### config.mk
export PLATFORM = sky130hd
export DESIGN_NAME = encoder_speed_trimmed_mean_filter_top
export DESIGN_NICKNAME = d
export VERILOG_FILES = /design/src/design/esf_pkg.sv /design/src/design/esf_cell.sv /design/src/design/esf_window.sv /design/src/design/encoder_speed_trimmed_mean_filter_top.sv
export VERILOG_INCLUDE_DIRS = /design/src /design/src/design
export SDC_FILE = /design/constraint.sdc
export NUM_CORES = 1
export LEC_CHECK = 0
export ABC_AREA = 1
export BUFFER_PORTS_ARGS = -buffer_cell sky130_fd_sc_hd__buf_4
export CORE_UTILIZATION = 29
export CTS_BUF_LIST = sky130_fd_sc_hd__clkbuf_16
export CTS_CLUSTER_DIAMETER = 100
export DETAILED_ROUTE_END_ITERATION = 10
export SYNTH_ARGS = -nofsm -noshare
export SYNTH_HDL_FRONTEND = slang
export SYNTH_SLANG_ARGS = --single-unit
### constraint.sdc
create_clock -name aclk -period 18.5 [get_ports aclk]
set_clock_uncertainty 0.2 [all_clocks]
set_input_delay 1.85 -clock aclk [delete_from_list [all_inputs] [get_ports aclk]]
set_output_delay 1.85 -clock aclk [all_outputs]
set_load 0.05 [all_outputs]
### src/design/encoder_speed_trimmed_mean_filter_top_defines.svh
// ----------------------------------------------------------------------------
// Encoder speed trimmed mean filter: assertion macros
// Shared property wrappers on aclk for the filter's RTL.
// ----------------------------------------------------------------------------
`ifndef ENCODER_SPEED_TRIMMED_MEAN_FILTER_TOP_DEFINES_SVH
`define ENCODER_SPEED_TRIMMED_MEAN_FILTER_TOP_DEFINES_SVH

// Check a property while out of reset
`define ESF_ASSERT(lbl, prop, msg) \
    lbl: assert property (@(posedge aclk) disable iff (!aresetn) prop) else $error(msg);

// Check a property at every edge, reset included
`define ESF_ASSERT_ALWAYS(lbl, prop, msg) \
    lbl: assert property (@(posedge aclk) prop) else $error(msg);

`endif

### src/design/esf_pkg.sv
// ----------------------------------------------------------------------------
// Encoder speed filter package
// Widths, reciprocal constants, state type and window control struct.
// ----------------------------------------------------------------------------
`default_nettype none

package esf_pkg;

    // Count and window geometry
    localparam int CNT_W   = 16;
    localparam int DEPTH   = 5;
    localparam int SCAN_W  = 3;
    // Sum of DEPTH counts, signed
    localparam int SUM_W   = 19;

    // Divide by 5: multiply by ceil(2^20/5), exact for magnitudes below 2^18
    localparam int MAG5_W   = 18;
    localparam int RECIP5_W = 18;
    localparam int SHIFT5   = 20;
    localparam logic [RECIP5_W-1:0] RECIP5 = 18'd209716;
    localparam int PROD5_W  = MAG5_W + RECIP5_W;

    // Divide by 3: multiply by ceil(2^17/3), exact for magnitudes below 2^17
    localparam int MAG3_W   = 17;
    localparam int RECIP3_W = 16;
    localparam int SHIFT3   = 17;
    localparam logic [RECIP3_W-1:0] RECIP3 = 16'd43691;
    localparam int PROD3_W  = MAG3_W + RECIP3_W;

    typedef enum logic [2:0] {
        ST_IDLE,
        ST_BLEND,
        ST_INSERT,
        ST_SCAN,
        ST_TRIM,
        ST_DIV,
        ST_DONE
    } state_t;

    // Control from the sequencer to the row of cells
    typedef struct packed {
        logic insert;
        logic scan;
        logic scan_first;
    } win_ctrl_t;

endpackage

`default_nettype wire

### src/design/esf_cell.sv
// ----------------------------------------------------------------------------
// Window cell
// Holds one blended sample and takes its neighbor's sample on each shift.
// ----------------------------------------------------------------------------
`default_nettype none

module esf_cell (
    input  wire logic                     aclk,
    input  wire logic                     aresetn,
    input  wire logic                     shift_en,
    input  wire logic [esf_pkg::CNT_W-1:0] d_in,
    output logic      [esf_pkg::CNT_W-1:0] q
);
    import esf_pkg::*;

    logic [CNT_W-1:0] sample_reg;

    // Take the neighbor's sample on shift; window starts cleared
    always_ff @(posedge aclk) begin
        if (!aresetn) begin
            sample_reg <= '0;
        end else if (shift_en) begin
            sample_reg <= d_in;
        end
    end

    assign q = sample_reg;

endmodule

`default_nettype wire

### src/design/esf_window.sv
// ----------------------------------------------------------------------------
// Sample window
// Row of cells: insert drops the oldest sample, scan rotates the row once
// and collects sum, minimum and maximum from the tail cell.
// ----------------------------------------------------------------------------
`default_nettype none

module esf_window (
    input  wire logic                      aclk,
    input  wire logic                      aresetn,
    input  wire esf_pkg::win_ctrl_t        ctrl,
    input  wire logic [esf_pkg::CNT_W-1:0] new_sample,
    output logic      [esf_pkg::SUM_W-1:0] trim_sum
);
    import esf_pkg::*;

    logic [CNT_W-1:0]        cell_q [DEPTH];
    logic [CNT_W-1:0]        cell_d [DEPTH];
    logic                    shift_en;
    logic [CNT_W-1:0]        tail;
    logic signed [SUM_W-1:0] sum_reg;
    logic signed [SUM_W-1:0] sum_next;
    logic signed [CNT_W-1:0] min_reg;
    logic signed [CNT_W-1:0] min_next;
    logic signed [CNT_W-1:0] max_reg;
    logic signed [CNT_W-1:0] max_next;

    assign shift_en = ctrl.insert | ctrl.scan;
    assign tail     = cell_q[DEPTH-1];

    // Feed the head with the new sample or wrap the tail around
    always_comb begin
        cell_d[0] = ctrl.insert ? new_sample : tail;
        for (int i = 1; i < DEPTH; i++) begin
            cell_d[i] = cell_q[i-1];
        end
    end

    for (genvar g = 0; g < DEPTH; g++) begin : g_cell
        esf_cell u_cell (
            .aclk     (aclk),
            .aresetn  (aresetn),
            .shift_en (shift_en),
            .d_in     (cell_d[g]),
            .q        (cell_q[g])
        );
    end

    // Accumulate the tail sample, restarting on the first scan cycle
    always_comb begin
        sum_next = sum_reg;
        min_next = min_reg;
        max_next = max_reg;
        if (ctrl.scan) begin
            if (ctrl.scan_first) begin
                sum_next = SUM_W'($signed(tail));
                min_next = $signed(tail);
                max_next = $signed(tail);
            end else begin
                sum_next = sum_reg + SUM_W'($signed(tail));
                if ($signed(tail) < min_reg) begin
                    min_next = $signed(tail);
                end
                if ($signed(tail) > max_reg) begin
                    max_next = $signed(tail);
                end
            end
        end
    end

    always_ff @(posedge aclk) begin
        sum_reg <= sum_next;
        min_reg <= min_next;
        max_reg <= max_next;
    end

    // Drop one largest and one smallest sample
    assign trim_sum = sum_reg - SUM_W'(min_reg) - SUM_W'(max_reg);

endmodule

`default_nettype wire

### src/design/encoder_speed_trimmed_mean_filter_top.sv
// ----------------------------------------------------------------------------
// Encoder speed trimmed mean filter
// Low-pass blend of encoder counts followed by a five-sample trimmed mean.
// ----------------------------------------------------------------------------
// Each request carries one signed period count. The count is optionally
// negated (saturating), blended with the last output as (4*new+prev)/5,
// shifted into a five-cell window, and the output is the window sum less
// its largest and smallest samples, divided by three, truncated toward zero.
// After acceptance a request passes through one blend multiply, one insert,
// a scan that rotates the row of five cells once past the accumulator, one
// trim, one divide multiply and one output load into the output register.
// A new request is taken once the previous result is in the output
// register; a result that is not taken stalls the next one in its load
// cycle. The window and the last output reset to zero.
`default_nettype none

module encoder_speed_trimmed_mean_filter_top (
    input  wire logic                      aclk,
    input  wire logic                      aresetn,
    // Slave side: [15:0] raw_count
    input  wire logic                      s_tvalid,
    output logic                           s_tready,
    input  wire logic [esf_pkg::CNT_W-1:0] s_tdata,
    // Master side: [15:0] filtered_speed
    output logic                           m_tvalid,
    input  wire logic                      m_tready,
    output logic      [esf_pkg::CNT_W-1:0] m_tdata,
    // Configuration: invert_direction
    input  wire logic                      cfg_we,
    input  wire logic                      cfg_wdata
);
    import esf_pkg::*;

    `include "encoder_speed_trimmed_mean_filter_top_defines.svh"

    state_t            state_reg;
    state_t            state_next;
    logic [SCAN_W-1:0] scan_cnt_reg;
    logic [SCAN_W-1:0] scan_cnt_next;
    logic              invert_reg;
    win_ctrl_t         win_ctrl;
    logic              accept;
    logic              load_out;

    logic [CNT_W-1:0]   cnt_reg;
    logic [CNT_W-1:0]   cnt_next;
    logic [CNT_W-1:0]   prev_reg;
    logic [SUM_W-1:0]   blend_sum;
    logic [SUM_W-1:0]   blend_abs;
    logic [PROD5_W-1:0] prod5_reg;
    logic               sign5_reg;
    logic [CNT_W-1:0]   blend_q;
    logic [CNT_W-1:0]   blend_val;
    logic [SUM_W-1:0]   trim_sum;
    logic [SUM_W-1:0]   trim_abs;
    logic [MAG3_W-1:0]  mag3_reg;
    logic               sign3_reg;
    logic [PROD3_W-1:0] prod3_reg;
    logic [CNT_W-1:0]   res_q;
    logic [CNT_W-1:0]   res_val;
    logic               m_tvalid_reg;
    logic [CNT_W-1:0]   m_tdata_reg;

    // Next state
    always_comb begin
        state_next    = state_reg;
        scan_cnt_next = scan_cnt_reg;
        case (state_reg)
            ST_IDLE: begin
                if (s_tvalid) begin
                    state_next = ST_BLEND;
                end
            end
            ST_BLEND: begin
                state_next = ST_INSERT;
            end
            ST_INSERT: begin
                state_next    = ST_SCAN;
                scan_cnt_next = '0;
            end
            ST_SCAN: begin
                if (scan_cnt_reg == SCAN_W'(DEPTH - 1)) begin
                    state_next = ST_TRIM;
                end else begin
                    scan_cnt_next = scan_cnt_reg + 1'b1;
                end
            end
            ST_TRIM: begin
                state_next = ST_DIV;
            end
            ST_DIV: begin
                state_next = ST_DONE;
            end
            ST_DONE: begin
                if (!m_tvalid_reg || m_tready) begin
                    state_next = ST_IDLE;
                end
            end
            default: begin
                state_next = ST_IDLE;
            end
        endcase
    end

    // Outputs of the sequencer
    always_comb begin
        s_tready            = 1'b0;
        load_out            = 1'b0;
        win_ctrl.insert     = 1'b0;
        win_ctrl.scan       = 1'b0;
        win_ctrl.scan_first = 1'b0;
        case (state_reg)
            ST_IDLE: begin
                s_tready = 1'b1;
            end
            ST_INSERT: begin
                win_ctrl.insert = 1'b1;
            end
            ST_SCAN: begin
                win_ctrl.scan       = 1'b1;
                win_ctrl.scan_first = (scan_cnt_reg == '0);
            end
            ST_DONE: begin
                load_out = !m_tvalid_reg || m_tready;
            end
            default: begin
                s_tready = 1'b0;
            end
        endcase
    end

    assign accept = s_tvalid && s_tready;

    always_ff @(posedge aclk) begin
        if (!aresetn) begin
            state_reg    <= ST_IDLE;
            scan_cnt_reg <= '0;
            invert_reg   <= 1'b0;
        end else begin
            state_reg    <= state_next;
            scan_cnt_reg <= scan_cnt_next;
            if (cfg_we) begin
                invert_reg <= cfg_wdata;
            end
        end
    end

    // Negate on request, saturating the most negative count
    always_comb begin
        cnt_next = s_tdata;
        if (invert_reg) begin
            if (s_tdata == {1'b1, {(CNT_W-1){1'b0}}}) begin
                cnt_next = {1'b0, {(CNT_W-1){1'b1}}};
            end else begin
                cnt_next = ~s_tdata + 1'b1;
            end
        end
    end

    // Blend 4*new + prev and take its magnitude
    assign blend_sum = {{(SUM_W-CNT_W-2){cnt_reg[CNT_W-1]}}, cnt_reg, 2'b00}
                     + {{(SUM_W-CNT_W){prev_reg[CNT_W-1]}}, prev_reg};
    assign blend_abs = blend_sum[SUM_W-1] ? (~blend_sum + 1'b1) : blend_sum;

    // Restore the sign of the quotient by five
    assign blend_q   = prod5_reg[SHIFT5 +: CNT_W];
    assign blend_val = sign5_reg ? (~blend_q + 1'b1) : blend_q;

    // Magnitude of the trimmed sum, then quotient by three
    assign trim_abs  = trim_sum[SUM_W-1] ? (~trim_sum + 1'b1) : trim_sum;
    assign res_q     = prod3_reg[SHIFT3 +: CNT_W];
    assign res_val   = sign3_reg ? (~res_q + 1'b1) : res_q;

    // Datapath registers
    always_ff @(posedge aclk) begin
        if (accept) begin
            cnt_reg <= cnt_next;
        end
        if (state_reg == ST_BLEND) begin
            sign5_reg <= blend_sum[SUM_W-1];
            prod5_reg <= blend_abs[MAG5_W-1:0] * RECIP5;
        end
        if (state_reg == ST_TRIM) begin
            sign3_reg <= trim_sum[SUM_W-1];
            mag3_reg  <= trim_abs[MAG3_W-1:0];
        end
        if (state_reg == ST_DIV) begin
            prod3_reg <= mag3_reg * RECIP3;
        end
        if (load_out) begin
            m_tdata_reg <= res_val;
        end
    end

    // Last output feeds the next blend; output valid is held until taken
    always_ff @(posedge aclk) begin
        if (!aresetn) begin
            prev_reg     <= '0;
            m_tvalid_reg <= 1'b0;
        end else begin
            if (load_out) begin
                prev_reg     <= res_val;
                m_tvalid_reg <= 1'b1;
            end else if (m_tready) begin
                m_tvalid_reg <= 1'b0;
            end
        end
    end

    esf_window u_window (
        .aclk       (aclk),
        .aresetn    (aresetn),
        .ctrl       (win_ctrl),
        .new_sample (blend_val),
        .trim_sum   (trim_sum)
    );

    assign m_tvalid = m_tvalid_reg;
    assign m_tdata  = m_tdata_reg;

    // Assertions
    `ESF_ASSERT(a_accept_to_blend, (s_tvalid && s_tready) |=> (state_reg == ST_BLEND), "request not followed by blend")
    `ESF_ASSERT(a_done_holds, (state_reg == ST_DONE && m_tvalid && !m_tready) |=> (state_reg == ST_DONE), "result loaded over a pending one")
    `ESF_ASSERT(a_scan_bound, (state_reg == ST_SCAN) |-> (scan_cnt_reg < SCAN_W'(DEPTH)), "scan count past window depth")
    `ESF_ASSERT(a_prev_matches_out, m_tvalid |-> (prev_reg == m_tdata), "feedback differs from output")
    `ESF_ASSERT_ALWAYS(a_reset_idle, !aresetn |=> (state_reg == ST_IDLE && !m_tvalid), "not idle after reset")

endmodule

`default_nettype wire
==> results by group, run 1 <==
Status
  – Status: complete, no violations

Global route
  – First-pass GRT wire length: 97800 um
  – Vias in the first global route: 18600
  – Initial antenna violation count: 0
  – Tot GR Track Use: 14.0%
  – Largest net degree at the start of global routing: 84
  – Gr ovfl total: 0

Synthesis
  – Yosys warns: 0
  – Synthesized instance count: 2961
  – Cell Area, Synth: 24600 um2
  – Post-synthesis sequential area ratio: 24.8%
  – Register bit total from synthesis: 238
  – Top cells by area, synth: ha_1 18%, edfxtp_1 16%, fa_1 16%, inv_1 9.3%, dfxtp_1 8.5%
  – Synthesized net count: 3544
  – Largest area contributor in the netlist: ha_1
  – Post-synthesis async set-or-reset flop share: 0%
  – EDFF count, synth: 134
  – Post-synth cell types: 61
  – Top FF cell, synth: edfxtp_1
  – Share of the synthesized area in the top cell type: 18.4%
  – Syn avg cell area: 8.31 um2

Clock network
  – CTS tree: built
  – CTS max path bufs: 3
  – Worst-path clk slew: 0.06 ns
  – Clock Latency Late Sink: 0.58 ns
  – CTS buffer count: 28
  – Setup repair bufs after CTS: 0
  – H-tree depth: 1
  – Clock root cell: clkbuf_16
  – CTS resizes: 0
  – Hold buffers post-CTS: 0
  – Sink Count: 238

Timing
  – Final min period: 8.12 ns
  – Relative slew slack: 31.5%
  – RSZ-0062 raised after global routing: no
  – Max Freq: 123 MHz
  – Final Hold Vio Count: 0
  – Fin crit share: 43.9%
  – Setup-failing EPs final: 0
  – Pins Over Slew Limit: 0
  – Worst-Margin Slew: 1.03 ns
  – Setup TNS: 0 ns

Critical path
  – Worst path slowest cell: fa_1
  – Worst EP arrival: 8.26 ns
  – Critical path buffers and inverters: 6
  – Crit-path max FO: 16
  – CP delay by family, top: adder cells
  – WP depth: 33
  – CP Class: register to register
  – Most Frequent Cell on Critical Path: fa_1
  – CP Capture Type: register
  – Worst R2R Path Depth: 33
  – Max stage delay on crit path: 0.60 ns
  – CP Data Required Time: 18.64 ns
  – Critical Path Start Type: register

Place
  – Detail Placement HPWL: 49800 um
  – # port buffers: 39
  – GP Congestion: 0.888

Layout
  – Max reg flops: 80
  – Area Growth Syn to Fin: 10.2%
  – Fillers: 8848
  – Nets: 3582
  – Commonest non-fill, non-tap cell in the layout: inv_1
  – Layout cell share with drive strength beyond 1: 5.63%
  – Commonest cells after routing, fill and taps aside: 616 x inv_1, 429 x nand2_1, 361 x ha_1, 266 x nor2_1, 200 x fa_1
  – # diodes: 0

Die
  – Die Y: 293 um
  – Row cnt: 106
  – Die ar.: 86000 um2
  – I/O Pins: 40
  – Initial Util: 29.4%
  – Core area: 83800 um2
  – Chip width: 293 um

Routing
  – Pre-antenna DRT Iters: 5
  – # DRC: 0
  – Avg WL per Cell: 14.5 um
  – DRT Wirelength: 60100 um
  – Vias: 18900
  – Antenna viol nets, final: 0
  – Routed vias/inst: 4.56
  – Iter 0 DRT Violations: 1153

Worst hold path
  – Hold depth: 2
  – Worst hold path type: register to register

Run
  – Max_cap viols: 0
==> final timing paths <==
check                                                    from                                           to  slack [ns]
setup / recovery                         cnt_reg[0]$_DFFE_PP_                      prod5_reg[34]$_DFFE_PP_       10.38
setup reg to reg                         cnt_reg[0]$_DFFE_PP_                      prod5_reg[34]$_DFFE_PP_       10.38
hold reg to reg   u_window.g_cell[0].u_cell.q[5]$_SDFFE_PN0P_  u_window.g_cell[1].u_cell.q[5]$_SDFFE_PN0P_        0.25
hold / removal    u_window.g_cell[0].u_cell.q[5]$_SDFFE_PN0P_  u_window.g_cell[1].u_cell.q[5]$_SDFFE_PN0P_        0.25
==> worst register-to-register path: cells and delay by family, from the launching register on <==
family                     cells  cell delay (ns)
AOI/OAI and AO/OA              5             1.18
xor gates and xnor gates       1             0.30
adders and majority gates      9             4.16
buffers and inverters          6             0.60
DFF                            1             0.37
and+or+nand+nor               12             1.08
==> cells in the mapped netlist, types with 3 or more instances <==
| cell | n |
|---|---|
| nor2_2 | 4 |
| nand3_1 | 110 |
| xnor2_1 | 28 |
| nand3b_1 | 8 |
| edfxtp_1 | 134 |
| nand2_4 | 3 |
| a211oi_1 | 8 |
| o21ai_0 | 175 |
| nor2_1 | 266 |
| nor3b_1 | 4 |
| a21oi_1 | 165 |
| o21bai_1 | 7 |
| inv_2 | 15 |
| fa_1 | 200 |
| nand2_1 | 429 |
| ha_1 | 361 |
| nand2_2 | 16 |
| or3_1 | 3 |
| xor2_1 | 72 |
| a21o_1 | 4 |
| o211ai_1 | 9 |
| nor4_1 | 5 |
| nand3_2 | 5 |
| or2_2 | 19 |
| nor3_1 | 48 |
| clkbuf_1 | 37 |
| dfxtp_1 | 104 |
| a31oi_1 | 29 |
| nand4_1 | 20 |
| o21a_1 | 8 |
| o22ai_1 | 6 |
| o31ai_1 | 9 |
| o21ai_1 | 4 |
| inv_1 | 611 |
==> metal layers <==
layer  routed length, um  vias to the layer above  global-route usage, %
li1                    -                     9632                      -
met4                1210                        0                   3.29
met2               26800                      350                   22.7
met1               29600                     8901                   19.9
met3                2470                       57                   1.57
met5                   0                        -                      0
==> logic make-up (layout without fill, tap and decap cells) <==
kind of cell    Yosys count  count (layout)  share of synthesized area [%]
simple gates            947             947                           16.5
buf+inv                 669             728                           10.3
fa+ha+maj               561             561                           34.6
compound gates          443             443                           10.0
flops                   238             238                           24.8
xor+xnor                103             103                           3.80
==> stage by stage <==
step	cells	setup WS, ns	hold slack (ns)	instance area [um2]	util [%]
3_3_place_gp	4103	10.54	0.241	26300	31.3
5_1_grt	4154	9.88	0.288	27100	32.4
6_report	4154	10.38	0.250	27100	32.4
4_1_cts	4154	10.35	0.254	27100	32.4
2_1_floorplan	2961	11.21	0.225	24600	-
3_5_place_dp	4103	10.37	0.244	26300	31.3
==> layout make-up <==
type	count	area, um2	share of cell area (%)
sequential	238	6110	22.5
inverter	627	2360	8.68
clock buffer	29	726	2.67
tap	1134	1420	5.23
clock inverter	22	154	0.567
timing repair buffer	50	375	1.38
multi-input combinational	2054	16000	59.0
Power of run 1 is not shown: default switching activity piles up to over one toggle a cycle in this logic, so the estimate is an artifact.
==> run 2, diff against run 1 <==
==> constraint.sdc (replaced) <==
create_clock -name aclk -period 7.6 [get_ports aclk]
set_clock_uncertainty 0.2 [all_clocks]
set_input_delay 0.76 -clock aclk [delete_from_list [all_inputs] [get_ports aclk]]
set_output_delay 0.76 -clock aclk [all_outputs]
set_load 0.05 [all_outputs]
==> results by group, run 2 (synthesized netlist as in run 1, its figures left out) <==
Status
  – Status: complete, no violations

Routing
  – Pre-antenna DRT Iters: 7 (+2)
  – Iter 0 DRT Violations: 1128 (-2.2%)
  – DRT Wirelength: 60600 um (+0.81%)
  – # DRC: 0 (unchanged)
  – Avg WL per Cell: 14.4 um (-0.58%)
  – Vias: 19200 (+1.4%)
  – Routed vias/inst: 4.56 (about the same)
  – Antenna viol nets, final: 0 (unchanged)

Place
  – # port buffers: 39 (unchanged)
  – GP Congestion: 0.879 (-1.0%)
  – Detail Placement HPWL: 50000 um (+0.50%)
  – Place WS: -0.0784 ns (-10.45 ns)
  – Placed insts: 4139 (+0.88%)

Critical path
  – Worst r2r dst: prod5_reg[31]$_DFFE_PP_
  – Max stage delay on crit path: 0.59 ns (about the same)
  – Worst R2R Path Depth: 32 (-3.0%)
  – Worst EP arrival: 7.43 ns (-0.83 ns)
  – CP Data Required Time: 7.71 ns (-10.93 ns)
  – CP Capture Type: register
  – Critical Path Start Type: register
  – Crit-path max FO: 6 (-10)
  – FF-to-FF setup slack: 0.28 ns (-10.10 ns)
  – Most Frequent Cell on Critical Path: inv_1
  – CP Class: register to register
  – Worst path slowest cell: fa_1
  – Critical R2R Launch: cnt_reg[0]$_DFFE_PP_

Clock network
  – Clock root cell: clkbuf_16
  – Sink Count: 238 (unchanged)
  – CTS tree: built
  – CTS max path bufs: 3 (unchanged)
  – CTS buffer count: 29 (+3.6%)
  – H-tree depth: 1 (unchanged)
  – Clock Latency Late Sink: 0.57 ns (about the same)
  – Worst-path clk slew: 0.06 ns (about the same)

Timing
  – Final min period: 7.32 ns (-0.804 ns)
  – Pins Over Slew Limit: 0 (unchanged)
  – Max Freq: 137 MHz (+11%)
  – Fin crit share: 96.3% (+52 points)
  – Relative slew slack: 31.8% (+0.30 points)
  – Setup TNS: 0 ns (unchanged)
  – Final WS setup: 0.280 ns (-10.10 ns)
  – Final Hold Vio Count: 0 (unchanged)
  – WHS: 0.260 ns (+0.00959 ns)
  – Worst-Margin Slew: 1.02 ns (-0.00450 ns)
  – Setup-failing EPs final: 0 (unchanged)

Worst hold path
  – Hold depth: 2 (unchanged)
  – Hold Path Sink: u_window.g_cell[1].u_cell.q[4]$_SDFFE_PN0P_
  – Worst hold path type: register to register
  – Hold Crit Start: u_window.g_cell[0].u_cell.q[4]$_SDFFE_PN0P_

Global route
  – Initial antenna violation count: 1 (+1)
  – Gr ovfl total: 0 (unchanged)
  – First-pass GRT wire length: 99400 um (+1.6%)
  – Vias in the first global route: 18900 (+1.3%)
  – Tot GR Track Use: 14.2% (+0.17 points)
  – Largest net degree at the start of global routing: 84 (unchanged)

Die
  – I/O Pins: 40 (unchanged)
  – Core area: 83800 um2 (unchanged)
  – Row cnt: 106 (unchanged)
  – Initial Util: 29.4% (unchanged)
  – Die Y: 293 um (unchanged)
  – Die ar.: 86000 um2 (unchanged)
  – Chip width: 293 um (unchanged)

Layout
  – Max reg flops: 80 (unchanged)
  – Layout cell share with drive strength beyond 1: 10.2% (+4.5 points)
  – Nets: 3638 (+1.6%)
  – Commonest non-fill, non-tap cell in the layout: inv_1
  – Commonest cells after routing, fill and taps aside: 607 x inv_1, 423 x nand2_1, 343 x ha_1, 255 x nor2_1, 196 x fa_1
  – Fillers: 8784 (-0.72%)
  – Fin cells: 4212 (+1.4%)
  – Area Growth Syn to Fin: 13.9%
  – # diodes: 0 (unchanged)

Run
  – Max_cap viols: 0 (unchanged)
## run 2: cell count changes in the layout (fill, tap and decap cells not counted), moves of 6 or more
cell	previous run	this run
buf_4	50	102
nor2_2	3	14
nand2_1	429	423
inv_1	616	607
ha_2	0	6
ha_4	0	12
nor2_1	266	255
ha_1	361	343
a21oi_2	1	12
a21oi_1	165	153
## run 2: metal layers
layer	GRT usage, %	vias to the layer above	wire length [um]
li1	-	9757	-
met1	20.4	9042	30200
met2	22.8	323	26900
met3	1.56	77	2120
met4	3.06	2	1290
met5	0	-	14
## run 2: stage by stage
step                      instance area, um2  util (%)
final                                  28000      33.4
after global routing                   28000      33.4
after CTS                              27400      32.7
after detailed placement               26500      31.6
after global placement                 26500      31.6
after floorplan                        24600         -
## run 2: cell type report
cell class / count / area (um2) / share of cell area, %
Multi-Input combinational cell: 2054 / 16400 / 58.6
Sequential cell: 238 / 6110 / 21.8
Inverter: 627 / 2360 / 8.42
Tap cell: 1134 / 1420 / 5.06
Timing Repair Buffer: 105 / 800 / 2.85
Clock buffer: 29 / 726 / 2.59
Clock inverter: 25 / 180 / 0.643
## run 2: timing repair
| action | 4_1_cts | 5_1_grt |
|---|---|---|
| pin swaps | 1 | 43 |
| setup buffers | 1 | 18 |
| hold buffers | 0 | 0 |
| gates resized for setup | 2 | 102 |
| gates cloned | 0 | 0 |
| setup endpoints to repair | 2 | 16 |
## run 2: worst max path at each step
stage	endpoint	cells after the start	slack [ns]	from
2_1_floorplan	prod5_reg[34]$_DFFE_PP_	34	0.31	cnt_reg[0]$_DFFE_PP_
3_3_place_gp	prod5_reg[34]$_DFFE_PP_	31	-0.008	cnt_reg[0]$_DFFE_PP_
3_5_place_dp	prod5_reg[34]$_DFFE_PP_	31	-0.08	cnt_reg[0]$_DFFE_PP_
4_1_cts	prod5_reg[34]$_DFFE_PP_	31	0.04	cnt_reg[0]$_DFFE_PP_
5_1_grt	prod5_reg[29]$_DFFE_PP_	29	-0.1	cnt_reg[0]$_DFFE_PP_
6_report	prod5_reg[31]$_DFFE_PP_	32	0.28	cnt_reg[0]$_DFFE_PP_
## run 2: worst max-delay path, delay by kind of cell (launching register included)
family          cells  cell delay [ns]
xor+xnor            2             0.38
simple gates        9             0.88
buf+inv             7             0.59
compound gates      5             0.76
fa+ha+maj           9             3.82
flops               1             0.41
Power of run 2 is left out for the same reason.
